## config.mk

```make
export PLATFORM = sky130hd
export DESIGN_NAME = pcp_front_flat
export DESIGN_NICKNAME = d
export VERILOG_FILES = /design/src/sv/pcp_pkg.sv /design/src/sv/pcp_in_if.sv /design/src/sv/pcp_front.sv /design/src/flat_wrapper.sv
export SDC_FILE = /design/constraint.sdc
export NUM_CORES = 1
export LEC_CHECK = 0
export ABC_AREA = 1
export BUFFER_PORTS_ARGS = -buffer_cell sky130_fd_sc_hd__buf_2
export CORE_AREA = 2 2 237 239
export CTS_BUF_LIST = sky130_fd_sc_hd__clkbuf_8 sky130_fd_sc_hd__clkbuf_16
export DETAILED_ROUTE_END_ITERATION = 7
export DIE_AREA = 0 0 239 241
export GPL_TIMING_DRIVEN = 0
export SYNTH_ARGS = -nofsm -noshare
export SYNTH_HDL_FRONTEND = slang
export SYNTH_SLANG_ARGS = --single-unit
```

## constraint.sdc

```tcl
create_clock -name clk -period 5.87 [get_ports clk]
set_input_delay 0.2935 -clock clk [delete_from_list [all_inputs] [get_ports clk]]
set_output_delay 0.2935 -clock clk [all_outputs]
set_load 0.02 [all_outputs]
```

## src/sv/pcp_pkg.sv

```systemverilog
// ============================================================================
// pcp_pkg: shared types and constants for the pinhole camera unit
// Field widths, command and status codes, register indexes, the configuration
// bundle and the saturation and rotation-entry helpers.
// ============================================================================
`default_nettype none

package pcp_pkg;

  // Fixed field widths.
  localparam int COORD_W    = 32;
  localparam int ROT_W      = 20;
  localparam int ROT_ROW_W  = 3 * ROT_W;
  localparam int CFG_IDX_W  = 4;
  localparam int CFG_DATA_W = 64;
  localparam int STATUS_W   = 2;

  // Internal arithmetic widths.
  localparam int SAT_IN_W   = 66;
  localparam int DIV_NUM_W  = 64;
  localparam int DIV_DEN_W  = 32;
  localparam int CLAMP_BITS = 40;
  localparam int PROD1_W    = ROT_W + COORD_W;
  localparam int ACC1_W     = PROD1_W + 2;
  localparam int DPROD_W    = 2 * COORD_W;
  localparam int NUM_W      = 2 * COORD_W + 1;
  localparam int CT_W       = COORD_W + 2;
  localparam int PROD2_W    = ROT_W + CT_W;
  localparam int ACC2_W     = PROD2_W + 2;

  localparam logic [CLAMP_BITS:0] CLAMP_LIM = {1'b1, {CLAMP_BITS{1'b0}}};

  // Commands.
  localparam logic CMD_PROJECT   = 1'b0;
  localparam logic CMD_UNPROJECT = 1'b1;

  // Result status codes.
  localparam logic [STATUS_W-1:0] STATUS_OK      = 2'd0;
  localparam logic [STATUS_W-1:0] STATUS_DIV_ERR = 2'd1;
  localparam logic [STATUS_W-1:0] STATUS_SAT     = 2'd2;

  // Register indexes.
  localparam logic [CFG_IDX_W-1:0] REG_ROT_0     = 4'd0;
  localparam logic [CFG_IDX_W-1:0] REG_ROT_1     = 4'd1;
  localparam logic [CFG_IDX_W-1:0] REG_ROT_2     = 4'd2;
  localparam logic [CFG_IDX_W-1:0] REG_TRANS_X   = 4'd3;
  localparam logic [CFG_IDX_W-1:0] REG_TRANS_Y   = 4'd4;
  localparam logic [CFG_IDX_W-1:0] REG_TRANS_Z   = 4'd5;
  localparam logic [CFG_IDX_W-1:0] REG_FOCAL     = 4'd6;
  localparam logic [CFG_IDX_W-1:0] REG_PRINCIPAL = 4'd7;

  localparam logic signed [COORD_W-1:0] COORD_MAX = 32'sh7FFF_FFFF;
  localparam logic signed [COORD_W-1:0] COORD_MIN = 32'sh8000_0000;

  typedef logic signed [COORD_W-1:0] coord_t;

  // One input beat after classification.
  typedef struct packed {
    logic   cmd;
    logic   ferr;
    coord_t x;
    coord_t y;
    coord_t z;
  } pcp_item_t;

  // Sideband that rides along the divider pipeline.
  typedef struct packed {
    logic       cmd;
    logic       err;
    logic       ov;
    coord_t     z;
    logic [1:0] neg;
  } pcp_side_t;

  // Configuration register bundle.
  typedef struct packed {
    logic [2:0][ROT_ROW_W-1:0] rot;
    logic [2:0][COORD_W-1:0]   trans;
    logic [CFG_DATA_W-1:0]     focal;
    logic [CFG_DATA_W-1:0]     princ;
  } pcp_cfg_t;

  typedef struct packed {
    logic   ov;
    coord_t val;
  } pcp_sat_t;

  // Saturate a wide signed value to 32 bits and flag the clip.
  function automatic pcp_sat_t sat32(input logic signed [SAT_IN_W-1:0] v);
    pcp_sat_t r;
    logic     hi_ones;
    logic     hi_zeros;
    hi_ones  = &v[SAT_IN_W-1:COORD_W-1];
    hi_zeros = ~|v[SAT_IN_W-1:COORD_W-1];
    r.ov     = !(hi_ones || hi_zeros);
    if (r.ov) begin
      r.val = v[SAT_IN_W-1] ? COORD_MIN : COORD_MAX;
    end else begin
      r.val = v[COORD_W-1:0];
    end
    return r;
  endfunction

  // Pick one signed entry out of a packed rotation row.
  function automatic logic signed [ROT_W-1:0] rot_entry(input logic [ROT_ROW_W-1:0] row,
                                                        input int col);
    return row[col*ROT_W +: ROT_W];
  endfunction

endpackage

`default_nettype wire

```

## src/sv/pcp_in_if.sv

```systemverilog
// ============================================================================
// pcp_in_if: input point channel
// Valid/ready channel carrying a command and three signed Q16.16 values.
// ============================================================================
`default_nettype none

interface pcp_in_if;
  import pcp_pkg::*;

  logic   valid;
  logic   ready;
  logic   command;
  coord_t in_x;
  coord_t in_y;
  coord_t in_z;

  modport source (output valid, command, in_x, in_y, in_z, input ready);
  modport sink   (input valid, command, in_x, in_y, in_z, output ready);
endinterface

`default_nettype wire

```

## src/sv/pcp_front.sv

```systemverilog
// ============================================================================
// pcp_front: input stage
// Registers each input beat and flags a zero focal length for back-projection.
// ============================================================================
`default_nettype none

module pcp_front (
  input  logic               clk,
  input  logic               rst_n,
  pcp_in_if.sink             in_port,
  input  pcp_pkg::pcp_cfg_t  cfg,
  output logic               item_valid,
  output pcp_pkg::pcp_item_t item,
  input  logic               item_ready
);
  import pcp_pkg::*;

  logic      v_r;
  logic      v_nxt;
  logic      fire;
  logic      fzero;
  pcp_item_t item_r;

  // The holding register frees up whenever the queue takes its beat.
  assign in_port.ready = !v_r || item_ready;
  assign fire          = in_port.valid && in_port.ready;
  assign v_nxt         = fire || (v_r && !item_ready);
  assign fzero         = (cfg.focal[COORD_W-1:0] == '0) ||
                         (cfg.focal[CFG_DATA_W-1:COORD_W] == '0);

  always_ff @(posedge clk) begin
    if (!rst_n) begin
      v_r <= 1'b0;
    end else begin
      v_r <= v_nxt;
    end
  end

  // Capture and classify the beat.
  always_ff @(posedge clk) begin
    if (fire) begin
      item_r.cmd  <= in_port.command;
      item_r.ferr <= (in_port.command == CMD_UNPROJECT) && fzero;
      item_r.x    <= in_port.in_x;
      item_r.y    <= in_port.in_y;
      item_r.z    <= in_port.in_z;
    end
  end

  assign item_valid = v_r;
  assign item       = item_r;

endmodule

`default_nettype wire

```

## src/flat_wrapper.sv

```systemverilog
// flat-port wrapper written by rule: the top's interface ports become plain ports
module pcp_front_flat import pcp_pkg::*;
  (clk, rst_n, cfg, item_valid, item, item_ready, in_port_valid, in_port_command, in_port_in_x, in_port_in_y, in_port_in_z, in_port_ready);
  pcp_in_if in_port_i ();
  input  logic clk;
  input  logic rst_n;
  input  pcp_pkg::pcp_cfg_t cfg;
  output logic item_valid;
  output pcp_pkg::pcp_item_t item;
  input  logic item_ready;
  input wire logic [$bits(in_port_i.valid)-1:0] in_port_valid;
  input wire logic [$bits(in_port_i.command)-1:0] in_port_command;
  input wire logic [$bits(in_port_i.in_x)-1:0] in_port_in_x;
  input wire logic [$bits(in_port_i.in_y)-1:0] in_port_in_y;
  input wire logic [$bits(in_port_i.in_z)-1:0] in_port_in_z;
  output wire logic [$bits(in_port_i.ready)-1:0] in_port_ready;
  assign in_port_i.valid = in_port_valid;
  assign in_port_i.command = in_port_command;
  assign in_port_i.in_x = in_port_in_x;
  assign in_port_i.in_y = in_port_in_y;
  assign in_port_i.in_z = in_port_in_z;
  assign in_port_ready = in_port_i.ready;
  pcp_front u_core (.clk(clk), .rst_n(rst_n), .in_port(in_port_i), .cfg(cfg), .item_valid(item_valid), .item(item), .item_ready(item_ready));
endmodule
```

Yosys cells after proc, flatten, opt, wreduce, memory -nomap -nowiden
Index checks and enable logic that the tools add are counted.
{ "totals": {"reg_bits": 99, "in_bits": 505, "out_inout_bits": 100, "elab_cells": 16} }
{ "op_classes": {"n_reduce_logical": 10} }
{ "ops": {"columns": ["operator", "count"], "rows": [
  ["$logic_not 32->1", 2],
  ["$logic_and 1x1->1", 3],
  ["$logic_or 1x1->1", 3],
  ["$logic_not 1->1", 2]
]} }

Depth between registers and ports, before layout
{ "depth": {"depth_word": 4, "ltp_mapped": 7, "mapped_depth_nobuf": 7} }

Worst setup path after synthesis
Ideal clock, no wire load.
{ "synth_timing": {"kind": "register -> register", "from": "reg u_core.v_r, in the netlist u_core.item_valid", "to": "reg u_core.item_r (netlist bit u_core.item[0]) (enable)", "arrival_time_ps": 5161, "slack_ps": 121, "path_stages_with_launch": 2, "path_buffers": 0, "cell_sequence": "dfxtp_1 -> a21oi_1"} }
{ "synth_via": {"elab_chain_len": 3} }
{ "synth_lines": {"columns": ["element", "line_no", "source"], "rows": [
  ["from (decl)", "pcp_front.sv:18", "logic v_r;"],
  ["from (signal assigned)", "pcp_front.sv:35", "v_r <= v_nxt;"],
  ["$logic_not 1->1", "pcp_front.sv:25", "assign in_port.ready = !v_r || item_ready;"],
  ["$logic_or 1x1->1", "pcp_front.sv:25", null],
  ["$logic_and 1x1->1", "pcp_front.sv:26", "assign fire = in_port.valid && in_port.ready;"],
  ["via u_core.fire", "pcp_front.sv:20", "logic fire;"],
  ["to (decl)", "pcp_front.sv:22", "pcp_item_t item_r;"]
]} }
The timed path passes the listed nets, and every way through them passes these cells.
A chain may end at the register's enable or synchronous reset.

Worst setup path in the final report
{ "layout_timing": {"from": "reg u_core.v_r, in the netlist u_core.item_valid", "to": "reg u_core.item_r (netlist bit u_core.item[15]) (enable)"} }
Same word-level chain as after synthesis.

==> results.tsv <==
stage	metric	value	unit
placement	io_buffers	264	
clocking	clk_pin_slew	0.08	ns
logic_synthesis	seq_area_frac_synth	91.71	%
worst_hold_path	min_path_type	input port to register	
power_and_ir_drop	p_int	0.001245	W
sta	relSlewSlack	54.79	%
floorplanning	start_util	5.887	%
drt	routedWlPerCell	13.58	um
clocking	ctsHoldBuffers	0	
worst_setup_path	endpoint_kind	register	
drt	wl_met1	4.283	mm
flow_run	maxCapViolations	0	
placement	place_hpwl	13.65	mm
sta	fin_hold_ws	0.08906	ns
sta	final-hold-violation-count	0	
sta	finClkSkew	0.007892	ns
sta	period_share	33.72	%
logic_synthesis	yosysTopAreaCellShare	91.09	%
worst_setup_path	critical_path_class	register to register	
power_and_ir_drop	switching_share	25.79	%
drt	via_per_inst	2.223	
layout	multi_input_area	267.8	um2
sta	min_period	1.979	ns
logic_synthesis	synthCells	169	
power_and_ir_drop	ir_drop	0.0001859	V
drt	wl_met3	3.271	mm
clocking	clockBufferDepth	2	
drt	wirelength	15.74	mm
sta	tightest_slew	0.6767	ns
worst_setup_path	required	5.94	ns
clocking	postCtsSetupRepairBufs	0	
global_route	antenna_found_initial	21	
clocking	cts_num_sinks	99	
logic_synthesis	synth.area.top_cells	edfxtp_1 91%, nor2_1 5.1%, nand2_1 2.4%	
power_and_ir_drop	pwr-share-seq	49.8	%
floorplanning	die_area	57600	um2
drt	top_layer	met5	
floorplanning	rows	86	
worst_setup_path	arrival	2.05	ns
logic_synthesis	yosysUniqueCellTypes	7	
logic_synthesis	ys_seq_elements	99	
layout	layout_common_cells	264 x buf_2, 98 x edfxtp_1, 44 x nor2_1	
worst_setup_path	critPathLaunchType	register	
global_route	grt_pass1_wl	19.76	mm
layout	seqCellArea	2963	um2
layout	fin_util	10.65	%
layout	n_fill_cell	6300	
placement	place_congestion	0.7144	
drt	num_vias	2576	
power_and_ir_drop	power_frac_clock	38.8	%
power_and_ir_drop	netSwitchingPower	0.0004328	W
drt	drc	0	
logic_synthesis	syn-num-nets	674	
floorplanning	fp.dieW	239	um
clocking	cts-buffers-inserted	9	
layout	area_delta_synth_final	80.83	%
clocking	insertion_delay	0.37	ns
power_and_ir_drop	power_leakage	2.289	nW
logic_synthesis	synth_largest_area_cell	edfxtp_1	
power_and_ir_drop	power_per_cell_area	287.3	nW/um2
global_route	grt_pass1_vias	2622	
clocking	htreeDepth	3	
floorplanning	dieHeight	241	um
floorplanning	pin_count	605	
drt	firstDrtPassIters	4	
global_route	grt_max_degree	32	
drt	detail-route-antenna-nets	0	
clocking	cts_tree	done	
clocking	cts_root_buffer	clkbuf_16	
logic_synthesis	avgSynthCellArea	19.12	um2
placement	dp_slack	3.759	ns
global_route	grt_use_total	5.392	%
sta	finalMaxSlewViolations	0	
logic_synthesis	yosysWarnings	0	
sta	setup_viol	0	
sta	max_freq	0.5052	GHz
clocking	cts-resized-gates	0	
sta	rsz0062_at_grt	no	
drt	drtIter0Drc	65	
layout	fin_cells	1159	
floorplanning	design.core.area	54880	um2
layout	layout-drive-gt1-share	62.83	%
worst_setup_path	critPathMaxFanout	31	
power_and_ir_drop	pwr-share-comb	11.4	%
layout	final_common_cell	buf_2	
placement	dp.cells	1140	
logic_synthesis	syn_area	3231	um2
drt	dr_wl_met2	7.883	mm
layout	num-nets-final	952	
global_route	overflow	0	
status	status	finished clean	
sta	fin_ws	3.891	ns
==> per-stage QoR <==
stage | power, W | instance area [um2] | setup TNS [ns]
after floorplan | 0.0009317 | 3231 | 0
after global placement | 0.001049 | 5433 | -203.61
after detailed placement | 0.001050 | 5504 | 0
after CTS | 0.001723 | 5834 | 0
after global routing | 0.001757 | 5834 | 0
final | 0.001678 | 5842 | 0
==> synthesized netlist by cell type <==
| cell type | count |
|---|---|
| a21boi_0 | 1 |
| a21oi_1 | 1 |
| dfxtp_1 | 1 |
| edfxtp_1 | 98 |
| inv_1 | 3 |
| nand2_1 | 21 |
| nor2_1 | 44 |
==> logic make-up (layout without fill, tap and decap cells) <==
family          Yosys count  in the layout  share of synthesized area (%)
buf+inv                   3            286                         0.3485
simple gates             65             65                          7.552
other cells               0              3                              0
flops                    99             99                          91.71
compound gates            2              2                         0.3872
==> sequential cells by signal (all words and copies together) (netlist names) <==
register,count
u_core.item,98
u_core.item_valid,1
==> final timing paths <==
check / from / end / slack (ns) / cells after the start
worst min-delay path: in_port_in_z[16] / u_core.item[16] / 0.09 / 1
worst max-delay path: u_core.item_valid / u_core.item[15] / 3.89 / 4
worst max register to register: u_core.item_valid / u_core.item[15] / 3.89 / 4
worst min register to register: u_core.item_valid / u_core.item_valid / 0.58 / 2
==> final cells by class <==
| class | instances | area share [%] |
|---|---|---|
| antenna | 3 | 0.1285 |
| clock buffer | 9 | 3.855 |
| clock inverter | 7 | 1.799 |
| inverter | 3 | 0.1928 |
| multi-input combinational | 67 | 4.583 |
| sequential | 99 | 50.72 |
| tap | 704 | 15.08 |
| timing repair buffer | 267 | 23.65 |
==> per-layer routing <==
metal  track usage [%]  vias to the layer above
met5                 0                        -
met4             1.250                       24
met3             5.547                       35
met2             9.452                      208
met1             4.050                     1134
li1                  -                     1175
==> critical path: stages (launching register included) <==
cell	delay (ns)
dfxtp_1	0.35
a21oi_4	0.57
buf_12	0.27
buf_12	0.22
buf_12	0.22
==> power groups by stage <==
stage	logic [W]	clock network (W)	registers [W]
final	0.000192	0.000652	0.000835
after global routing	0.000209	0.000709	0.000840
after CTS	0.000200	0.000687	0.000836
after detailed placement	0.000199	0	0.000851
after global placement	0.000188	0	0.000861
after floorplan	0.0000196	0	0.000912
Power figures use the tool's default switching activity.
