$ cat src/sv/pcp_pkg.sv
// ============================================================================
// pcp_pkg: shared types and constants for the pinhole camera unit
// Field widths, command and status codes, register indexes, the configuration
// bundle and the saturation and rotation-entry helpers.
// ============================================================================
`default_nettype none

package pcp_pkg;

  // Fixed field widths.
  localparam int COORD_W    = 32;
  localparam int ROT_W      = 20;
  localparam int ROT_ROW_W  = 3 * ROT_W;
  localparam int CFG_IDX_W  = 4;
  localparam int CFG_DATA_W = 64;
  localparam int STATUS_W   = 2;

  // Internal arithmetic widths.
  localparam int SAT_IN_W   = 66;
  localparam int DIV_NUM_W  = 64;
  localparam int DIV_DEN_W  = 32;
  localparam int CLAMP_BITS = 40;
  localparam int PROD1_W    = ROT_W + COORD_W;
  localparam int ACC1_W     = PROD1_W + 2;
  localparam int DPROD_W    = 2 * COORD_W;
  localparam int NUM_W      = 2 * COORD_W + 1;
  localparam int CT_W       = COORD_W + 2;
  localparam int PROD2_W    = ROT_W + CT_W;
  localparam int ACC2_W     = PROD2_W + 2;

  localparam logic [CLAMP_BITS:0] CLAMP_LIM = {1'b1, {CLAMP_BITS{1'b0}}};

  // Commands.
  localparam logic CMD_PROJECT   = 1'b0;
  localparam logic CMD_UNPROJECT = 1'b1;

  // Result status codes.
  localparam logic [STATUS_W-1:0] STATUS_OK      = 2'd0;
  localparam logic [STATUS_W-1:0] STATUS_DIV_ERR = 2'd1;
  localparam logic [STATUS_W-1:0] STATUS_SAT     = 2'd2;

  // Register indexes.
  localparam logic [CFG_IDX_W-1:0] REG_ROT_0     = 4'd0;
  localparam logic [CFG_IDX_W-1:0] REG_ROT_1     = 4'd1;
  localparam logic [CFG_IDX_W-1:0] REG_ROT_2     = 4'd2;
  localparam logic [CFG_IDX_W-1:0] REG_TRANS_X   = 4'd3;
  localparam logic [CFG_IDX_W-1:0] REG_TRANS_Y   = 4'd4;
  localparam logic [CFG_IDX_W-1:0] REG_TRANS_Z   = 4'd5;
  localparam logic [CFG_IDX_W-1:0] REG_FOCAL     = 4'd6;
  localparam logic [CFG_IDX_W-1:0] REG_PRINCIPAL = 4'd7;

  localparam logic signed [COORD_W-1:0] COORD_MAX = 32'sh7FFF_FFFF;
  localparam logic signed [COORD_W-1:0] COORD_MIN = 32'sh8000_0000;

  typedef logic signed [COORD_W-1:0] coord_t;

  // One input beat after classification.
  typedef struct packed {
    logic   cmd;
    logic   ferr;
    coord_t x;
    coord_t y;
    coord_t z;
  } pcp_item_t;

  // Sideband that rides along the divider pipeline.
  typedef struct packed {
    logic       cmd;
    logic       err;
    logic       ov;
    coord_t     z;
    logic [1:0] neg;
  } pcp_side_t;

  // Configuration register bundle.
  typedef struct packed {
    logic [2:0][ROT_ROW_W-1:0] rot;
    logic [2:0][COORD_W-1:0]   trans;
    logic [CFG_DATA_W-1:0]     focal;
    logic [CFG_DATA_W-1:0]     princ;
  } pcp_cfg_t;

  typedef struct packed {
    logic   ov;
    coord_t val;
  } pcp_sat_t;

  // Saturate a wide signed value to 32 bits and flag the clip.
  function automatic pcp_sat_t sat32(input logic signed [SAT_IN_W-1:0] v);
    pcp_sat_t r;
    logic     hi_ones;
    logic     hi_zeros;
    hi_ones  = &v[SAT_IN_W-1:COORD_W-1];
    hi_zeros = ~|v[SAT_IN_W-1:COORD_W-1];
    r.ov     = !(hi_ones || hi_zeros);
    if (r.ov) begin
      r.val = v[SAT_IN_W-1] ? COORD_MIN : COORD_MAX;
    end else begin
      r.val = v[COORD_W-1:0];
    end
    return r;
  endfunction

  // Pick one signed entry out of a packed rotation row.
  function automatic logic signed [ROT_W-1:0] rot_entry(input logic [ROT_ROW_W-1:0] row,
                                                        input int col);
    return row[col*ROT_W +: ROT_W];
  endfunction

endpackage

`default_nettype wire

$ cat src/sv/pcp_queue.sv
// ============================================================================
// pcp_queue: decoupling queue
// Small FIFO of classified items between the input stage and the datapath.
// ============================================================================
`default_nettype none

module pcp_queue #(
  parameter int DEPTH = 2
) (
  input  logic               clk,
  input  logic               rst_n,
  input  logic               push_valid,
  input  pcp_pkg::pcp_item_t push_item,
  output logic               push_ready,
  output logic               pop_valid,
  output pcp_pkg::pcp_item_t pop_item,
  input  logic               pop_ready
);
  import pcp_pkg::*;

  localparam int PTR_W = (DEPTH > 1) ? $clog2(DEPTH) : 1;
  localparam int CNT_W = $clog2(DEPTH + 1);

  pcp_item_t        mem_r [DEPTH];
  logic [PTR_W-1:0] wr_ptr_r, wr_ptr_nxt;
  logic [PTR_W-1:0] rd_ptr_r, rd_ptr_nxt;
  logic [CNT_W-1:0] count_r, count_nxt;
  logic             push;
  logic             pop;

  assign push_ready = count_r != CNT_W'(DEPTH);
  assign pop_valid  = count_r != '0;
  assign push       = push_valid && push_ready;
  assign pop        = pop_valid && pop_ready;
  assign pop_item   = mem_r[rd_ptr_r];

  // Pointer and occupancy update.
  always_comb begin
    wr_ptr_nxt = wr_ptr_r;
    rd_ptr_nxt = rd_ptr_r;
    count_nxt  = count_r;
    if (push) begin
      wr_ptr_nxt = (wr_ptr_r == PTR_W'(DEPTH - 1)) ? '0 : wr_ptr_r + 1'b1;
    end
    if (pop) begin
      rd_ptr_nxt = (rd_ptr_r == PTR_W'(DEPTH - 1)) ? '0 : rd_ptr_r + 1'b1;
    end
    if (push && !pop) begin
      count_nxt = count_r + 1'b1;
    end else if (pop && !push) begin
      count_nxt = count_r - 1'b1;
    end
  end

  always_ff @(posedge clk) begin
    if (!rst_n) begin
      wr_ptr_r <= '0;
      rd_ptr_r <= '0;
      count_r  <= '0;
    end else begin
      wr_ptr_r <= wr_ptr_nxt;
      rd_ptr_r <= rd_ptr_nxt;
      count_r  <= count_nxt;
    end
  end

  // Entry storage.
  always_ff @(posedge clk) begin
    if (push) begin
      mem_r[wr_ptr_r] <= push_item;
    end
  end

  // Occupancy never passes the depth and rises by one on a push without a pop.
  a_count_bound: assert property (@(posedge clk) disable iff (!rst_n)
    count_r <= CNT_W'(DEPTH))
    else $error("queue occupancy above depth");

  a_count_push: assert property (@(posedge clk) disable iff (!rst_n)
    (push && !pop) |=> count_r == $past(count_r) + CNT_W'(1))
    else $error("queue count missed a push");

endmodule

`default_nettype wire

$ cat config.mk
export PLATFORM = sky130hd
export DESIGN_NAME = pcp_queue
export DESIGN_NICKNAME = d
export VERILOG_FILES = /design/src/sv/pcp_pkg.sv /design/src/sv/pcp_queue.sv
export SDC_FILE = /design/constraint.sdc
export NUM_CORES = 1
export LEC_CHECK = 0
export CORE_MARGIN = 2
export CORE_UTILIZATION = 30
export CTS_CLUSTER_DIAMETER = 60
export DETAILED_ROUTE_END_ITERATION = 8
export DONT_BUFFER_PORTS = 1
export SLEW_MARGIN = 10
export SYNTH_ARGS = -nofsm -noshare
export SYNTH_HDL_FRONTEND = slang
export SYNTH_SLANG_ARGS = --single-unit
$ cat constraint.sdc
create_clock -name clk -period 3.4 [get_ports clk]
set_clock_uncertainty 0.05 [all_clocks]
set_input_delay 0.51 -clock clk [delete_from_list [all_inputs] [get_ports clk]]
set_output_delay 0.51 -clock clk [all_outputs]
set_load 0.1 [all_outputs]
Word level (Yosys, flattened, before mapping)
Memories as Yosys holds them, arrays and structs flattened. A register that Yosys moved wholly into a read port is not among the register bits. Index checks and enable logic that the tools add are counted.

Mux-type cells: 8. Shifts and indexed selects: 0. Reductions and logical operators: 8. Add/subtract/negate cells: 4. Bitwise logic cells: 0. $lt $le $gt $ge: 0. Eq/ne operators: 1. Multipliers: 0. Div/mod/pow operators: 0.

Operators by type and width (number): $mux 1 (6); $logic_and 1x1->1 (4); $mux 2 (2); $reduce_bool 2->1 (2); $add 1x1->1 const B (2); $add 2x1->2 const B (1); $logic_not 1->1 (2); $ne 2x2->1 const B (1); $sub 2x1->2 const B (1).

Input port bits: 102. ROM bits: 0. Output and inout bits: 100. Logic and storage cells: 25. Bits in writable memories: 196. Bits in registers: 4. Memories: 1. Bits in latches: 0.

Memory list: mem_r (depth 2, width 98, read ports 1, clocked after memory_dff 1, wr ports 1, RTL line pcp_queue.sv:24) `pcp_item_t mem_r [DEPTH];`.

Logic depth before layout (Yosys ltp)
Word-level depth: 6. Mapped depth: 6. Gate-level depth less buffers: 6.

Worst setup path after synthesis
Ideal clock, no wire load.

Path type: reg-to-reg. From: register count_r[0]. To: memory mem_r[1][0] (netlist bit) (enable). Path buffers: 0. Stages on the path, launching flop included: 3. Library setup time: 0.469 ns. Required time: 2.881 ns. Setup slack: -0.242 ns. Data arrival time: 3.124 ns. Period minus slack after synthesis: 3.642 ns. Cell sequence: dfxtp_1 > nand2b_4 > and3_1.

Word-level cells in the longest chain between the ends: 4.

RTL lines: start, declared (RTL line pcp_queue.sv:27) `logic [CNT_W-1:0] count_r, count_nxt;`; start signal, assigned (RTL line pcp_queue.sv:63) `count_r <= count_nxt;`; $ne 2x2->1 (RTL line pcp_queue.sv:31) `assign push_ready = count_r != CNT_W'(DEPTH);`; named net push_ready (RTL line pcp_queue.sv:14) `output logic push_ready,`; $logic_and 1x1->1 (RTL line pcp_queue.sv:33) `assign push = push_valid && push_ready;`; $mux 1 (RTL line pcp_queue.sv:69) `if (push) begin`; $mux 1 (implied by the code) (RTL line pcp_queue.sv:70) `mem_r[wr_ptr_r] <= push_item;`; end, declared (RTL line pcp_queue.sv:24).

The timed path passes the listed nets, and every way through them passes these cells.

==> results.sh <==
export IMPL_postSynthRegisterBits=201
export IMPL_placementRows=57
export IMPL_finalSetupViolations=0
export IMPL_cts_buffer_depth=3
export IMPL_ff2ff_path_depth=3
export IMPL_timing_max_transition_violations_final=0
export IMPL_drtAntennaViolNets=0
export IMPL_route_detailed_vias_per_inst=4.40
export IMPL_crit_arrival_ps=2040
export IMPL_synth_area_per_cell_um2=22.5
export IMPL_path_clk_slew_ps=60
export IMPL_worst_pin_slew_ps=664
export IMPL_sequential_element_share_of_the_synthesized_area_pct=81.0
export IMPL_worstPathRequired_ps=2840
export IMPL_cts_buffers_inserted=23
export IMPL_syn_area_um2=7390
export IMPL_met3_length_um=1920
export IMPL_cp_cell_sequence="buf_4 > mux2_2"
export IMPL_post_cts_resize_count=0
export IMPL_tritoncts="yes"
export IMPL_wire_length_of_the_first_global_routing_pass_um=19000
export IMPL_finalHoldViolCount=0
export IMPL_design_portCount=202
export IMPL_rr_startpoint="count_r[0]$_SDFFE_PN0P_"
export IMPL_synthDominantCellAreaShare_pct=79.7
export IMPL_wl_met1_um=4130
export IMPL_dp_cells=646
export IMPL_die_wd_um=161
export IMPL_post_cts_setup_buffers=0
export IMPL_rsz0062_at_grt="no"
export IMPL_crit_reg2reg_capture="mem_r[1][52]$_DFFE_PP_"
export IMPL_maximum_number_of_pins_on_one_net_before_global_route_repair=54
export IMPL_critPathMaxFanout=33
export IMPL_number_of_buffer_cells_added_on_primary_ports=0
export IMPL_min_delay_path_class="input pin to register"
export IMPL_cts_sinks=201
export IMPL_timing_setup_tns_ps=0
export IMPL_clock_latency_ps=490
export IMPL_startpoint_type="register"
export IMPL_worst_hold_startpoint="push_item[35]"
export IMPL_vias_after_detailed_routing=3014
export IMPL_drt_first_iter_violations=121
export IMPL_drive_above_1_share_pct=39.1
export IMPL_cap_violations=0
export IMPL_fin_crit_sh_pct=76.6
export IMPL_worst_path_buf_inv=1
export IMPL_grt_antenna_before_repair=0
export IMPL_timing_critical_path_slowest_stage_cell="sky130_fd_sc_hd__mux2_2"
export IMPL_layoutNonFillerInstCount=685
export IMPL_cts_root_buf="sky130_fd_sc_hd__clkbuf_16"
export IMPL_detail_route_wirelength_um=12700
export IMPL_die_area_um2=25900
export IMPL_drc=0
export IMPL_path_class="register to primary output"
export IMPL_syn_nets=432
export IMPL_netlist_top_cells_area="sky130_fd_sc_hd__edfxtp_1 (80%), sky130_fd_sc_hd__mux2_2 (12%), sky130_fd_sc_hd__mux2_4 (4.1%)"
export IMPL_htreeDepth=1
export IMPL_area_growth_synth_to_final_pct=15.5
export IMPL_worst_hold_depth=0
export IMPL_netlist_cell_type_count=21
export IMPL_diodes=0
export IMPL_timing_max_slew_rel_slack_pct=55.7
export IMPL_crit_end_element="primary output"
export IMPL_detail_route_wl_per_cell_um=18.5
export IMPL_critical_path_max_stage_delay_ps=620
export IMPL_critPathTopFamily="multiplexers"
export IMPL_grt_overflow_total=0
export IMPL_fmaxAchievable_mhz=384
export IMPL_synth_largest_area_cell="sky130_fd_sc_hd__edfxtp_1"
export IMPL_finalCriticalPeriod_ps=2600
export IMPL_synthesis_instances=329
export IMPL_drtPass1Iterations=6
export IMPL_num_nets_final=450
export IMPL_die_height_um=161
export IMPL_status="complete, no violations"
export IMPL_reg2reg_setup_slack_ps=1100
export IMPL_met2_length_um=6240
export IMPL_ys_warnings_count=0
export IMPL_min_delay_worst_endpoint="mem_r[0][35]$_DFFE_PP_"
export IMPL_detailed_place_hpwl_um=8420
export IMPL_grt_usage_pct=9.43
export IMPL_effective_utilization_at_floorplan_pct=30.5
export IMPL_cts_hold_buffers=0
export IMPL_core_um2=24200
export IMPL_maxUsedRoutingLayer="met4"
export IMPL_first_global_vias=3292
export IMPL_gp_routability_congestion=0.684
==> per-stage QoR <==
stage          setup WS [ps]  util (%)  cell area, µm²  hold WS (ps)
2_1_floorplan            111         -            7390           462
3_3_place_gp            1130      32.1            7790           475
3_5_place_dp            1090      32.1            7790           498
4_1_cts                  736      35.2            8530          26.3
5_1_grt                  698      35.2            8530          28.4
6_report                 797      35.2            8530          58.8
==> cell type report <==
cell class	count	area, µm²
Sequential cell	201	5990
Clock inverter	13	154
Fill cell	2245	15700
Inverter	1	6.26
Multi-Input combinational cell	116	1320
Clock buffer	26	587
Tap cell	324	405
Timing Repair Buffer	4	67.6
==> worst max-delay path by stage <==
| stage | slack (ps) | start | endpoint | cells after the start |
|---|---|---|---|---|
| 6_report | 800 | register | pop_item[80] | 2 |
| 5_1_grt | 700 | register | pop_item[80] | 2 |
| 4_1_cts | 740 | register | pop_item[20] | 2 |
| 3_5_place_dp | 1090 | count_r[0]$_SDFFE_PN0P_ | mem_r[0][55]$_DFFE_PP_ | 4 |
| 3_3_place_gp | 1130 | count_r[0]$_SDFFE_PN0P_ | mem_r[0][51]$_DFFE_PP_ | 4 |
| 2_1_floorplan | 110 | count_r[0]$_SDFFE_PN0P_ | mem_r[0][0]$_DFFE_PP_ | 3 |
==> cell usage in the layout, fill, tap and decap left out <==
| cell type | synthesis | layout |
|---|---|---|
| sky130_fd_sc_hd__xnor2_1 | 2 | 2 |
| sky130_fd_sc_hd__or2_2 | 1 | 1 |
| sky130_fd_sc_hd__edfxtp_1 | 196 | 196 |
| sky130_fd_sc_hd__bufinv_16 | 0 | 3 |
| sky130_fd_sc_hd__inv_8 | 0 | 1 |
| sky130_fd_sc_hd__inv_4 | 0 | 1 |
| sky130_fd_sc_hd__a21boi_0 | 1 | 1 |
| sky130_fd_sc_hd__nand2b_4 | 1 | 1 |
| sky130_fd_sc_hd__a21boi_1 | 1 | 1 |
| sky130_fd_sc_hd__mux2_2 | 78 | 78 |
| sky130_fd_sc_hd__a21bo_2 | 1 | 1 |
| sky130_fd_sc_hd__and3_4 | 0 | 1 |
| sky130_fd_sc_hd__clkinv_1 | 0 | 3 |
| sky130_fd_sc_hd__or3_1 | 1 | 1 |
| sky130_fd_sc_hd__nand3b_1 | 1 | 1 |
| sky130_fd_sc_hd__xor2_1 | 1 | 1 |
| sky130_fd_sc_hd__o21ai_0 | 1 | 1 |
| sky130_fd_sc_hd__inv_6 | 0 | 1 |
| sky130_fd_sc_hd__clkbuf_16 | 0 | 23 |
| sky130_fd_sc_hd__and2_1 | 4 | 4 |
| sky130_fd_sc_hd__clkinv_4 | 0 | 2 |
| sky130_fd_sc_hd__buf_12 | 0 | 3 |
| sky130_fd_sc_hd__clkinv_2 | 0 | 3 |
| sky130_fd_sc_hd__mux2_4 | 20 | 20 |
| sky130_fd_sc_hd__ha_1 | 1 | 1 |
| sky130_fd_sc_hd__buf_4 | 0 | 1 |
| sky130_fd_sc_hd__clkbuf_1 | 0 | 3 |
| sky130_fd_sc_hd__dfxtp_1 | 5 | 4 |
| sky130_fd_sc_hd__dfxtp_4 | 0 | 1 |
| sky130_fd_sc_hd__o21ai_1 | 1 | 1 |
==> registers in the layout (all words and copies together), names as in the netlist, named ones only <==
| name | cells |
|---|---|
| mem_r | 196 |
| wr_ptr_r | 1 |
| count_r | 2 |
| rd_ptr_r | 1 |
==> logic make-up after synthesis <==
logic type	count (synthesis)	share of synthesized area [%]
adder cells (fa/ha/maj)	1	0.169
multiplexers	98	16.0
AO/OA/AOI/OAI	5	0.474
XOR/XNOR	3	0.356
flip-flops	201	81.0
buffers and inverters	12	1.13
AND/OR/NAND/NOR	9	0.881
==> metal layers <==
layer / track usage (%) / up-vias
li1: - / 1345
met4: 3.17 / 0
met1: 9.11 / 1485
met3: 6.20 / 28
met5: 0 / -
met2: 16.2 / 156
==> synth_stat cells <==
| library cell | n |
|---|---|
| sky130_fd_sc_hd__xor2_1 | 1 |
| sky130_fd_sc_hd__a21boi_1 | 1 |
| sky130_fd_sc_hd__a21bo_2 | 1 |
| sky130_fd_sc_hd__a21boi_0 | 1 |
| sky130_fd_sc_hd__xnor2_1 | 2 |
| sky130_fd_sc_hd__and2_1 | 4 |
| sky130_fd_sc_hd__or3_1 | 1 |
| sky130_fd_sc_hd__nand3b_1 | 1 |
| sky130_fd_sc_hd__or2_2 | 1 |
| sky130_fd_sc_hd__nand2b_4 | 1 |
| sky130_fd_sc_hd__inv_1 | 1 |
| sky130_fd_sc_hd__o21ai_1 | 1 |
| sky130_fd_sc_hd__mux2_2 | 78 |
| sky130_fd_sc_hd__edfxtp_1 | 196 |
| sky130_fd_sc_hd__mux2_4 | 20 |
| sky130_fd_sc_hd__dfxtp_1 | 5 |
| sky130_fd_sc_hd__buf_2 | 7 |
| sky130_fd_sc_hd__and3_1 | 1 |
| sky130_fd_sc_hd__buf_6 | 4 |
| sky130_fd_sc_hd__o21ai_0 | 1 |
| sky130_fd_sc_hd__ha_1 | 1 |
Power is not shown: default switching activity piles up to over one toggle a cycle in this logic, so the estimate is an artifact.
