File: src/sv/pcp_pkg.sv
// ============================================================================
// pcp_pkg: shared types and constants for the pinhole camera unit
// Field widths, command and status codes, register indexes, the configuration
// bundle and the saturation and rotation-entry helpers.
// ============================================================================
`default_nettype none

package pcp_pkg;

  // Fixed field widths.
  localparam int COORD_W    = 32;
  localparam int ROT_W      = 20;
  localparam int ROT_ROW_W  = 3 * ROT_W;
  localparam int CFG_IDX_W  = 4;
  localparam int CFG_DATA_W = 64;
  localparam int STATUS_W   = 2;

  // Internal arithmetic widths.
  localparam int SAT_IN_W   = 66;
  localparam int DIV_NUM_W  = 64;
  localparam int DIV_DEN_W  = 32;
  localparam int CLAMP_BITS = 40;
  localparam int PROD1_W    = ROT_W + COORD_W;
  localparam int ACC1_W     = PROD1_W + 2;
  localparam int DPROD_W    = 2 * COORD_W;
  localparam int NUM_W      = 2 * COORD_W + 1;
  localparam int CT_W       = COORD_W + 2;
  localparam int PROD2_W    = ROT_W + CT_W;
  localparam int ACC2_W     = PROD2_W + 2;

  localparam logic [CLAMP_BITS:0] CLAMP_LIM = {1'b1, {CLAMP_BITS{1'b0}}};

  // Commands.
  localparam logic CMD_PROJECT   = 1'b0;
  localparam logic CMD_UNPROJECT = 1'b1;

  // Result status codes.
  localparam logic [STATUS_W-1:0] STATUS_OK      = 2'd0;
  localparam logic [STATUS_W-1:0] STATUS_DIV_ERR = 2'd1;
  localparam logic [STATUS_W-1:0] STATUS_SAT     = 2'd2;

  // Register indexes.
  localparam logic [CFG_IDX_W-1:0] REG_ROT_0     = 4'd0;
  localparam logic [CFG_IDX_W-1:0] REG_ROT_1     = 4'd1;
  localparam logic [CFG_IDX_W-1:0] REG_ROT_2     = 4'd2;
  localparam logic [CFG_IDX_W-1:0] REG_TRANS_X   = 4'd3;
  localparam logic [CFG_IDX_W-1:0] REG_TRANS_Y   = 4'd4;
  localparam logic [CFG_IDX_W-1:0] REG_TRANS_Z   = 4'd5;
  localparam logic [CFG_IDX_W-1:0] REG_FOCAL     = 4'd6;
  localparam logic [CFG_IDX_W-1:0] REG_PRINCIPAL = 4'd7;

  localparam logic signed [COORD_W-1:0] COORD_MAX = 32'sh7FFF_FFFF;
  localparam logic signed [COORD_W-1:0] COORD_MIN = 32'sh8000_0000;

  typedef logic signed [COORD_W-1:0] coord_t;

  // One input beat after classification.
  typedef struct packed {
    logic   cmd;
    logic   ferr;
    coord_t x;
    coord_t y;
    coord_t z;
  } pcp_item_t;

  // Sideband that rides along the divider pipeline.
  typedef struct packed {
    logic       cmd;
    logic       err;
    logic       ov;
    coord_t     z;
    logic [1:0] neg;
  } pcp_side_t;

  // Configuration register bundle.
  typedef struct packed {
    logic [2:0][ROT_ROW_W-1:0] rot;
    logic [2:0][COORD_W-1:0]   trans;
    logic [CFG_DATA_W-1:0]     focal;
    logic [CFG_DATA_W-1:0]     princ;
  } pcp_cfg_t;

  typedef struct packed {
    logic   ov;
    coord_t val;
  } pcp_sat_t;

  // Saturate a wide signed value to 32 bits and flag the clip.
  function automatic pcp_sat_t sat32(input logic signed [SAT_IN_W-1:0] v);
    pcp_sat_t r;
    logic     hi_ones;
    logic     hi_zeros;
    hi_ones  = &v[SAT_IN_W-1:COORD_W-1];
    hi_zeros = ~|v[SAT_IN_W-1:COORD_W-1];
    r.ov     = !(hi_ones || hi_zeros);
    if (r.ov) begin
      r.val = v[SAT_IN_W-1] ? COORD_MIN : COORD_MAX;
    end else begin
      r.val = v[COORD_W-1:0];
    end
    return r;
  endfunction

  // Pick one signed entry out of a packed rotation row.
  function automatic logic signed [ROT_W-1:0] rot_entry(input logic [ROT_ROW_W-1:0] row,
                                                        input int col);
    return row[col*ROT_W +: ROT_W];
  endfunction

endpackage

`default_nettype wire

File: src/sv/pcp_cfg_if.sv
// ============================================================================
// pcp_cfg_if: configuration write channel
// Valid/ready channel carrying a register index and write data.
// ============================================================================
`default_nettype none

interface pcp_cfg_if;
  import pcp_pkg::*;

  logic                  valid;
  logic                  ready;
  logic [CFG_IDX_W-1:0]  index;
  logic [CFG_DATA_W-1:0] data;

  modport source (output valid, index, data, input ready);
  modport sink   (input valid, index, data, output ready);
endinterface

`default_nettype wire

File: src/sv/pcp_regs.sv
// ============================================================================
// pcp_regs: configuration register file
// Holds pose and intrinsics; writes beyond the register list are dropped.
// ============================================================================
`default_nettype none

module pcp_regs #(
  parameter int COORD_FRAC_BITS = 16,
  parameter int ROT_FRAC_BITS   = 18
) (
  input  logic              clk,
  input  logic              rst_n,
  pcp_cfg_if.sink           cfg_port,
  output pcp_pkg::pcp_cfg_t cfg
);
  import pcp_pkg::*;

  localparam logic [ROT_ROW_W-1:0] ROT0_RST = ROT_ROW_W'(1) << ROT_FRAC_BITS;
  localparam logic [ROT_ROW_W-1:0] ROT1_RST = ROT_ROW_W'(1) << (ROT_W + ROT_FRAC_BITS);
  localparam logic [ROT_ROW_W-1:0] ROT2_RST = ROT_ROW_W'(1) << (2 * ROT_W + ROT_FRAC_BITS);
  localparam logic [CFG_DATA_W-1:0] FOCAL_RST =
    (CFG_DATA_W'(1) << (COORD_W + COORD_FRAC_BITS)) | (CFG_DATA_W'(1) << COORD_FRAC_BITS);

  pcp_cfg_t cfg_r;
  logic     wr;

  // Writes are always taken.
  assign cfg_port.ready = 1'b1;
  assign wr  = cfg_port.valid;
  assign cfg = cfg_r;

  // Register file with identity pose and unit focal lengths after reset.
  always_ff @(posedge clk) begin
    if (!rst_n) begin
      cfg_r.rot[0] <= ROT0_RST;
      cfg_r.rot[1] <= ROT1_RST;
      cfg_r.rot[2] <= ROT2_RST;
      cfg_r.trans  <= '0;
      cfg_r.focal  <= FOCAL_RST;
      cfg_r.princ  <= '0;
    end else if (wr) begin
      case (cfg_port.index)
        REG_ROT_0:     cfg_r.rot[0]   <= cfg_port.data[ROT_ROW_W-1:0];
        REG_ROT_1:     cfg_r.rot[1]   <= cfg_port.data[ROT_ROW_W-1:0];
        REG_ROT_2:     cfg_r.rot[2]   <= cfg_port.data[ROT_ROW_W-1:0];
        REG_TRANS_X:   cfg_r.trans[0] <= cfg_port.data[COORD_W-1:0];
        REG_TRANS_Y:   cfg_r.trans[1] <= cfg_port.data[COORD_W-1:0];
        REG_TRANS_Z:   cfg_r.trans[2] <= cfg_port.data[COORD_W-1:0];
        REG_FOCAL:     cfg_r.focal    <= cfg_port.data;
        REG_PRINCIPAL: cfg_r.princ    <= cfg_port.data;
        default: ;
      endcase
    end
  end

endmodule

`default_nettype wire

File: src/flat_wrapper.sv
// flat-port wrapper written by rule: the top's interface ports become plain ports
module pcp_regs_flat import pcp_pkg::*;
#(
  parameter int COORD_FRAC_BITS = 16,
  parameter int ROT_FRAC_BITS   = 18
)
  (clk, rst_n, cfg, cfg_port_valid, cfg_port_index, cfg_port_data, cfg_port_ready);
  pcp_cfg_if cfg_port_i ();
  input  logic clk;
  input  logic rst_n;
  output pcp_pkg::pcp_cfg_t cfg;
  input wire logic [$bits(cfg_port_i.valid)-1:0] cfg_port_valid;
  input wire logic [$bits(cfg_port_i.index)-1:0] cfg_port_index;
  input wire logic [$bits(cfg_port_i.data)-1:0] cfg_port_data;
  output wire logic [$bits(cfg_port_i.ready)-1:0] cfg_port_ready;
  assign cfg_port_i.valid = cfg_port_valid;
  assign cfg_port_i.index = cfg_port_index;
  assign cfg_port_i.data = cfg_port_data;
  assign cfg_port_ready = cfg_port_i.ready;
  pcp_regs #(.COORD_FRAC_BITS(COORD_FRAC_BITS), .ROT_FRAC_BITS(ROT_FRAC_BITS)) u_core (.clk(clk), .rst_n(rst_n), .cfg_port(cfg_port_i), .cfg(cfg));
endmodule
File: config.mk
export PLATFORM = sky130hd
export DESIGN_NAME = pcp_regs_flat
export DESIGN_NICKNAME = d
export VERILOG_FILES = /design/src/sv/pcp_pkg.sv /design/src/sv/pcp_cfg_if.sv /design/src/sv/pcp_regs.sv /design/src/flat_wrapper.sv
export SDC_FILE = /design/constraint.sdc
export NUM_CORES = 1
export LEC_CHECK = 0
export BUFFER_PORTS_ARGS = -buffer_cell sky130_fd_sc_hd__buf_2
export CORE_AREA = 5 5 197 199
export DETAILED_ROUTE_END_ITERATION = 7
export DIE_AREA = 0 0 202 204
export PLACE_DENSITY = 0.75
export SYNTH_ARGS = -nofsm -noshare
export SYNTH_HDL_FRONTEND = slang
export SYNTH_SLANG_ARGS = --single-unit
File: constraint.sdc
create_clock -name clk -period 2.41 [get_ports clk]
set_clock_uncertainty 0.05 [all_clocks]
set_input_delay 0.1205 -clock clk [delete_from_list [all_inputs] [get_ports clk]]
set_output_delay 0.1205 -clock clk [all_outputs]
set_load 0.05 [all_outputs]
# After elaboration in Yosys (flattened, before gate mapping)

Cells that the tools add are included.

Equality and inequality tests: 7
Reductions and logical operators: 9

Operators with widths:

| operator           | number |
|---|---|
| $eq 4x3->1 const B | 4 |
| $reduce_and 2->1   | 8 |
| $eq 4x2->1 const B | 2 |
| $eq 4x1->1 const B | 1 |
| $logic_not 4->1    | 1 |

Flip-flop bits (word level): 404
Input bits: 71
Output and inout bits: 405

# Depth between registers and ports, before layout

Gate-level depths: netlist of the first run.

Word-level depth: 2
Mapped depth: 7
Depth with buffers taken out: 3

# Worst setup path before layout of the first run

No wires, ideal clock.

Path kind: input -> register
Start point: in cfg_port_index[3]
End point: reg u_core.cfg_r (netlist bit u_core.cfg[199])
Arrival: 1.262 ns
Required time: 2.287 ns
Path slack: 1.026 ns
Cell stages on the path: 6
Path buffers: 3
Cell sequence: clkbuf_1 nand2b_1 buf_2 nor2_1 buf_4 mux2i_1

Word-level cells in the longest chain between the ends: 2

RTL lines:

| element                    | RTL line           | source |
|---|---|---|
| from (decl)                | flat_wrapper.sv:13 | `input wire logic [$bits(cfg_port_i.index)-1:0] cfg_port_index;` |
| $eq 4x3->1                 | pcp_regs.sv:42     | `case (cfg_port.index)` |
| $reduce_and 2->1 (no line) | n/a                |  |
| to (decl)                  | pcp_regs.sv:24     | `pcp_cfg_t cfg_r;` |

No other way between the ends.
A chain may end at the register's enable or synchronous reset.

# Final worst setup path of the first run

Start point: in cfg_port_index[0]
End point: reg u_core.cfg_r (netlist bit u_core.cfg[242])

Word-level cells in the longest chain between the ends: 2

RTL lines:

| element                    | RTL line |
|---|---|
| $logic_not 4->1            | pcp_regs.sv:42 |
| $reduce_and 2->1 (no line) | n/a |

No other way between the ends.

==> results of run 1 <==
power groups by stage:
| stage | clock network, mW | registers (mW) | logic [mW] |
|---|---|---|---|
| after global routing | 7.19 | 6.82 | 1.10 |
| after global placement | 0 | 6.95 | 0.981 |
| after CTS | 6.86 | 6.81 | 1.04 |
| after floorplan | 0 | 7.26 | 0.355 |
| final | 6.75 | 6.81 | 1.04 |
| after detailed placement | 0 | 6.96 | 0.992 |
area by class of cell:
class,count,area (um^2),area share (%)
antenna,2,5.00,0.0260
timing repair buffer,541,3140,16.3
clock inverter,14,183,0.947
inverter,3,11.3,0.0584
sequential,404,8090,41.9
multi-input combinational,891,5970,31.0
tap,474,593,3.08
clock buffer,60,1290,6.69
final timing paths:
check / start / end / slack, ps / cells past startpoint
worst max register to register: u_core.cfg[242] / u_core.cfg[242] / 580 / 4
worst max-delay path: cfg_port_index[0] / u_core.cfg[242] / 370 / 6
worst min register to register: u_core.cfg[170] / u_core.cfg[170] / 400 / 2
worst min-delay path: cfg_port_data[16] / u_core.cfg[80] / 10 / 3
cell usage in the layout, fill, tap and decap left out, types with 2 or more instances in the layout:
cell	netlist	final
inv_1	3	3
clkinv_2	0	6
buf_12	0	13
dlygate4sd3_1	0	38
nand2_1	465	464
nor2_4	1	2
clkinvlp_4	0	2
mux2i_1	400	400
clkbuf_1	55	2
dfxtp_1	404	404
clkbuf_8	0	15
or4b_2	2	2
buf_2	25	473
nor2b_1	2	2
buf_4	12	16
nand3_1	3	3
o211ai_1	3	3
clkbuf_16	0	43
bufinv_16	0	4
diode_2	0	2
worst max-delay path, delay by kind of cell:
kind,cells,cell delay (ps)
AO/OA/AOI/OAI,1,300
buffers and inverters,4,1910
AND/OR/NAND/NOR,1,80
cell families after synthesis:
logic type | after synthesis | synth area share [%]
flops | 404 | 55.7
mux | 400 | 27.6
buf+inv | 101 | 3.45
simple gates | 485 | 13.0
compound gates | 5 | 0.241
other cells | 1 | 0.0258
per-stage QoR:
step                      area, um^2  std cells  worst slack, ps
after floorplan                14500       1396             1030
after global placement         17400       2275              675
after detailed placement       17400       2275              629
after CTS                      19300       2387              527
after global routing           19300       2388              283
final                          19300       2389              375
metal layers:
metal	GRT usage [%]	vias to the layer above	wire length, um
met5	0	-	0
met1	24.6	5584	17700
met3	5.49	106	3330
li1	-	5578	-
met4	9.23	0	1950
met2	35.5	448	21700
timing repair:
action                    CTS  global route
hold buffers               38             0
hold endpoints to repair  166             0
buffers inserted            0             0
==> impl_metrics.csv, run 1 <==
group,metric,value,unit
clock_tree,numCtsBuffers,41,
yosys,yosys-top-cells-count,"465 x nand2_1, 404 x dfxtp_1, 400 x mux2i_1",
clock_tree,cts_sinks,404,
global_route,grt_pass1_wl,68800,um
clock_tree,root_buffer,"clkbuf_16",
routing,ant_nets,0,
yosys,ys_ff_latch,404,
global_route,grt_max_degree,77,
floorplanning,die_area,0.0412,mm^2
job,maxCapViolations,0,
floorplanning,die_w,202,um
place,io_buffers,474,
setup_path,crit_path_top_delay_cell,"dlygate4sd3_1",
finish,drive_gt1_share,30.7,%
yosys,synth_cells,1396,
floorplanning,die_y,204,um
global_route,grt_overflow,0,
finish,largest_register_ffs,404,
floorplanning,core,0.0370,mm^2
routing,remaining_drc_errors,0,
sta,hold_viol_final,0,
setup_path,slowest_delay,610,ps
finish,area_growth,32.8,%
setup_path,critical_path.endpoint_type,"flop",
setup_path,critPathKind,"input pin to flop",
place,dp_hpwl,30700,um
sta,period_share,84.5,%
finish,n_fill_cell,3233,
yosys,synthFlopType,"dfxtp_1",
power_and_ir_drop,peakVddDrop,0.573,mV
clock_tree,h-tree-depth,2,
clock_tree,clock_latency,530,ps
sta,final-setup-viol-count,0,
clock_tree,cts_resized,0,
routing,vias_per_cell,4.90,
power_and_ir_drop,pwr-share-clk,46.2,%
worst_hold_path,hp-class,"input pin to flop",
sta,slew_viol_final,0,
power_and_ir_drop,swShare,23.4,%
setup_path,worstPathCellList,"dlygate4sd3_1, buf_2, o31ai_1, dlygate4sd3_1, nand3_1, dlygate4sd3_1",
routing,drt_pre_antenna_iters,4,
yosys,synth_area,0.0145,mm^2
power_and_ir_drop,power-per-cell-area,757,mW/mm^2
yosys,syn_avg_cell_area,10.4,um^2
sta,hold_ws,10.6,ps
yosys,synth_cell_types,25,
power_and_ir_drop,power,14.6,mW
clock_tree,clk_pin_slew,60,ps
yosys,synth_nets,1467,
power_and_ir_drop,internal_power,11.2,mW
setup_path,cp_max_fo,9,
routing,wl,44700,um
clock_tree,clock_path_buffers,3,
global_route,first_global_vias,12200,
routing,drt_iter0_drc,473,
floorplanning,num_io_pins,476,
yosys,synth.largest_area_cell,"dfxtp_1",
yosys,synth_warnings,0,
place,gp_congestion,0.839,
power_and_ir_drop,combPwrFrac,7.1,%
setup_path,crit_path_frequent_cell,"dlygate4sd3_1",
sta,rsz0062_at_grt,"false",
routing,wl_per_cell,18.7,um
yosys,async_flop_share,0,%
clock_tree,cts_tree,"built",
yosys,synth_top_area_share,55.7,%
power_and_ir_drop,seqPwrFrac,46.6,%
yosys,synth_edf_count,0,
setup_path,start_kind,"input pin",
yosys,yosysMostFrequentCell,"nand2_1",
floorplanning,rows,71,
routing,vias,11700,
sta,finalSetupTns,0,ps
sta,max_slew_margin,54.5,%
run_status,outcome,"finished, final reports clean",
yosys,netlist_top_cells_area,"dfxtp_1 56%, mux2i_1 28%, nand2_1 12%",
setup_path,crit_arrival,2400,ps
sta,post-route-min-period,2040,ps
global_route,grt_use_total,20.8,%
power_and_ir_drop,switching_power,3.41,mW
finish,utilization,52.1,%
sta,max_freq,0.491,GHz
floorplanning,initial_core_util,39.2,%
yosys,ys_seq_area_share,55.7,%
finish,nNetsFinal,1953,
global_route,antenna_found_initial,2,
setup_path,critical_path_required,2770,ps
sta,tightest_slew,682,ps
power_and_ir_drop,leakage,9.84,nW
No activity file was read; power rests on OpenSTA's default activity.
==> run 2, diff against run 1 <==
--- a/config.mk
+++ b/config.mk
@@ -9,7 +9,7 @@
 export CORE_AREA = 5 5 197 199
 export DETAILED_ROUTE_END_ITERATION = 7
 export DIE_AREA = 0 0 202 204
-export PLACE_DENSITY = 0.75
+export PLACE_DENSITY = 0.77
 export SYNTH_ARGS = -nofsm -noshare
 export SYNTH_HDL_FRONTEND = slang
 export SYNTH_SLANG_ARGS = --single-unit
==> constraint.sdc (replaced) <==
create_clock -name clk -period 1.7 [get_ports clk]
set_clock_uncertainty 0.05 [all_clocks]
set_input_delay 0.085 -clock clk [delete_from_list [all_inputs] [get_ports clk]]
set_output_delay 0.085 -clock clk [all_outputs]
set_load 0.05 [all_outputs]
==> impl_metrics.csv, run 2 (synthesis gave the netlist of run 1 again) <==
group,metric,value,unit
clock_tree,clock_latency,540,ps
setup_path,critical_path.endpoint_type,"flop",
job,maxCapViolations,0,
power_and_ir_drop,leakage,9.94,nW
finish,final_cell_mix,"473 x buf_2, 464 x nand2_1, 404 x dfxtp_1",
clock_tree,cts_sinks,404,
global_route,antenna_found_initial,0,
power_and_ir_drop,power,20.7,mW
routing,vias_per_cell,4.96,
routing,wl_met1,18100,um
sta,rsz0062_at_grt,"false",
run_status,outcome,"finished, final reports clean",
setup_path,crit_arrival,1970,ps
sta,setup_ws,100,ps
global_route,grt_pass1_wl,69300,um
power_and_ir_drop,peakVddDrop,0.696,mV
finish,n_fill_cell,3207,
place,dp_hpwl,30800,um
place,gp_congestion,0.863,
power_and_ir_drop,power-per-cell-area,1060,mW/mm^2
routing,dr_wl_met3,3240,um
sta,slew_viol_final,0,
setup_path,critPathKind,"input pin to flop",
place,io_buffers,474,
floorplanning,die_w,202,um
sta,hold_viol_final,0,
clock_tree,clock_path_buffers,3,
worst_hold_path,hp-class,"input pin to flop",
floorplanning,die_area,0.0412,mm^2
routing,remaining_drc_errors,0,
floorplanning,core,0.0370,mm^2
setup_path,critical_path_required,2070,ps
place,post-place-ws,112,ps
floorplanning,rows,71,
routing,vias,12000,
sta,finalSetupTns,0,ps
sta,max_slew_margin,64.1,%
routing,drt_pre_antenna_iters,5,
global_route,grt_use_total,21.0,%
clock_tree,clk_pin_slew,60,ps
routing,wl_per_cell,18.9,um
clock_tree,h-tree-depth,2,
clock_tree,root_buffer,"clkbuf_16",
finish,drive_gt1_share,30.3,%
finish,final_common_cell,"buf_2",
global_route,grt_max_degree,60,
clock_tree,numCtsBuffers,41,
floorplanning,num_io_pins,476,
floorplanning,initial_core_util,39.2,%
sta,max_freq,0.625,GHz
finish,area_growth,34.5,%
routing,ant_nets,0,
routing,drt_iter0_drc,571,
sta,period_share,94.1,%
finish,largest_register_ffs,404,
clock_tree,post_cts_buffers,0,
routing,wl,45500,um
routing,routed.top_layer,"met4",
setup_path,cp_max_fo,6,
sta,final-setup-viol-count,0,
floorplanning,die_y,204,um
sta,tightest_slew,537,ps
setup_path,start_kind,"input pin",
finish,nNetsFinal,1978,
sta,hold_ws,31.9,ps
global_route,grt_overflow,0,
finish,utilization,52.7,%
clock_tree,cts_tree,"built",
sta,post-route-min-period,1600,ps
routing,wl_met2,22100,um
global_route,first_global_vias,12300,
-- run 2: changes by cell type in the layout (fill, tap and decap cells not counted), sizes merged --
cell / delta
inv: +1
bufinv: +2
clkinv: +1
dlygate4sd3: +18
clkbuf: -4
buf: +7
diode: -1
-- run 2: through the flow --
step	area (um^2)	cells
4_1_cts	19500	2413
3_5_place_dp	17500	2282
2_1_floorplan	14500	1396
6_report	19500	2413
3_3_place_gp	17500	2282
5_1_grt	19500	2412
-- run 2: repair_timing --
action | in CTS | in global routing
hold endpoints to repair | 221 | 2
gates resized for setup | 0 | 2
hold buffers | 57 | 1
setup endpoints to repair | 0 | 2
-- run 2: path summary, 6_finish.rpt --
kind | start | slack, ps | cells after the start | end
worst min register to register | u_core.cfg[157] | 400 | 2 | u_core.cfg[157]
worst max-delay path | cfg_port_index[2] | 100 | 6 | u_core.cfg[322]
worst min-delay path | cfg_port_data[12] | 30 | 3 | u_core.cfg[172]
worst max register to register | u_core.cfg[322] | 490 | 3 | u_core.cfg[322]
-- run 2: worst max-delay path, cell delays in order --
cell	delay (ps)
buf_2	150
dlygate4sd3_1	560
or3b_4	380
o21ai_1	130
o211ai_1	90
dlygate4sd3_1	570
-- run 2: layout make-up --
type / count / area (um^2) / share of cell area [%]
Clock buffer: 56 / 1160 / 5.97
Sequential cell: 404 / 8090 / 41.4
Clock inverter: 18 / 253 / 1.29
Inverter: 3 / 11.3 / 0.0577
Antenna cell: 1 / 2.50 / 0.0128
Tap cell: 474 / 593 / 3.04
Timing Repair Buffer: 566 / 3440 / 17.6
Multi-Input combinational cell: 891 / 5970 / 30.6
-- run 2: metal layers --
metal	GRT usage, %	vias to the layer above
li1	-	5626
met1	24.7	5734
met2	35.7	489
met3	5.05	123
met4	11.0	0
met5	0	-
-- run 2: where the power goes --
part | switching (mW) | internal [mW]
clock network | 3.74 | 5.73
registers | 0.0653 | 9.59
logic | 1.09 | 0.444
total | 4.89 | 15.8
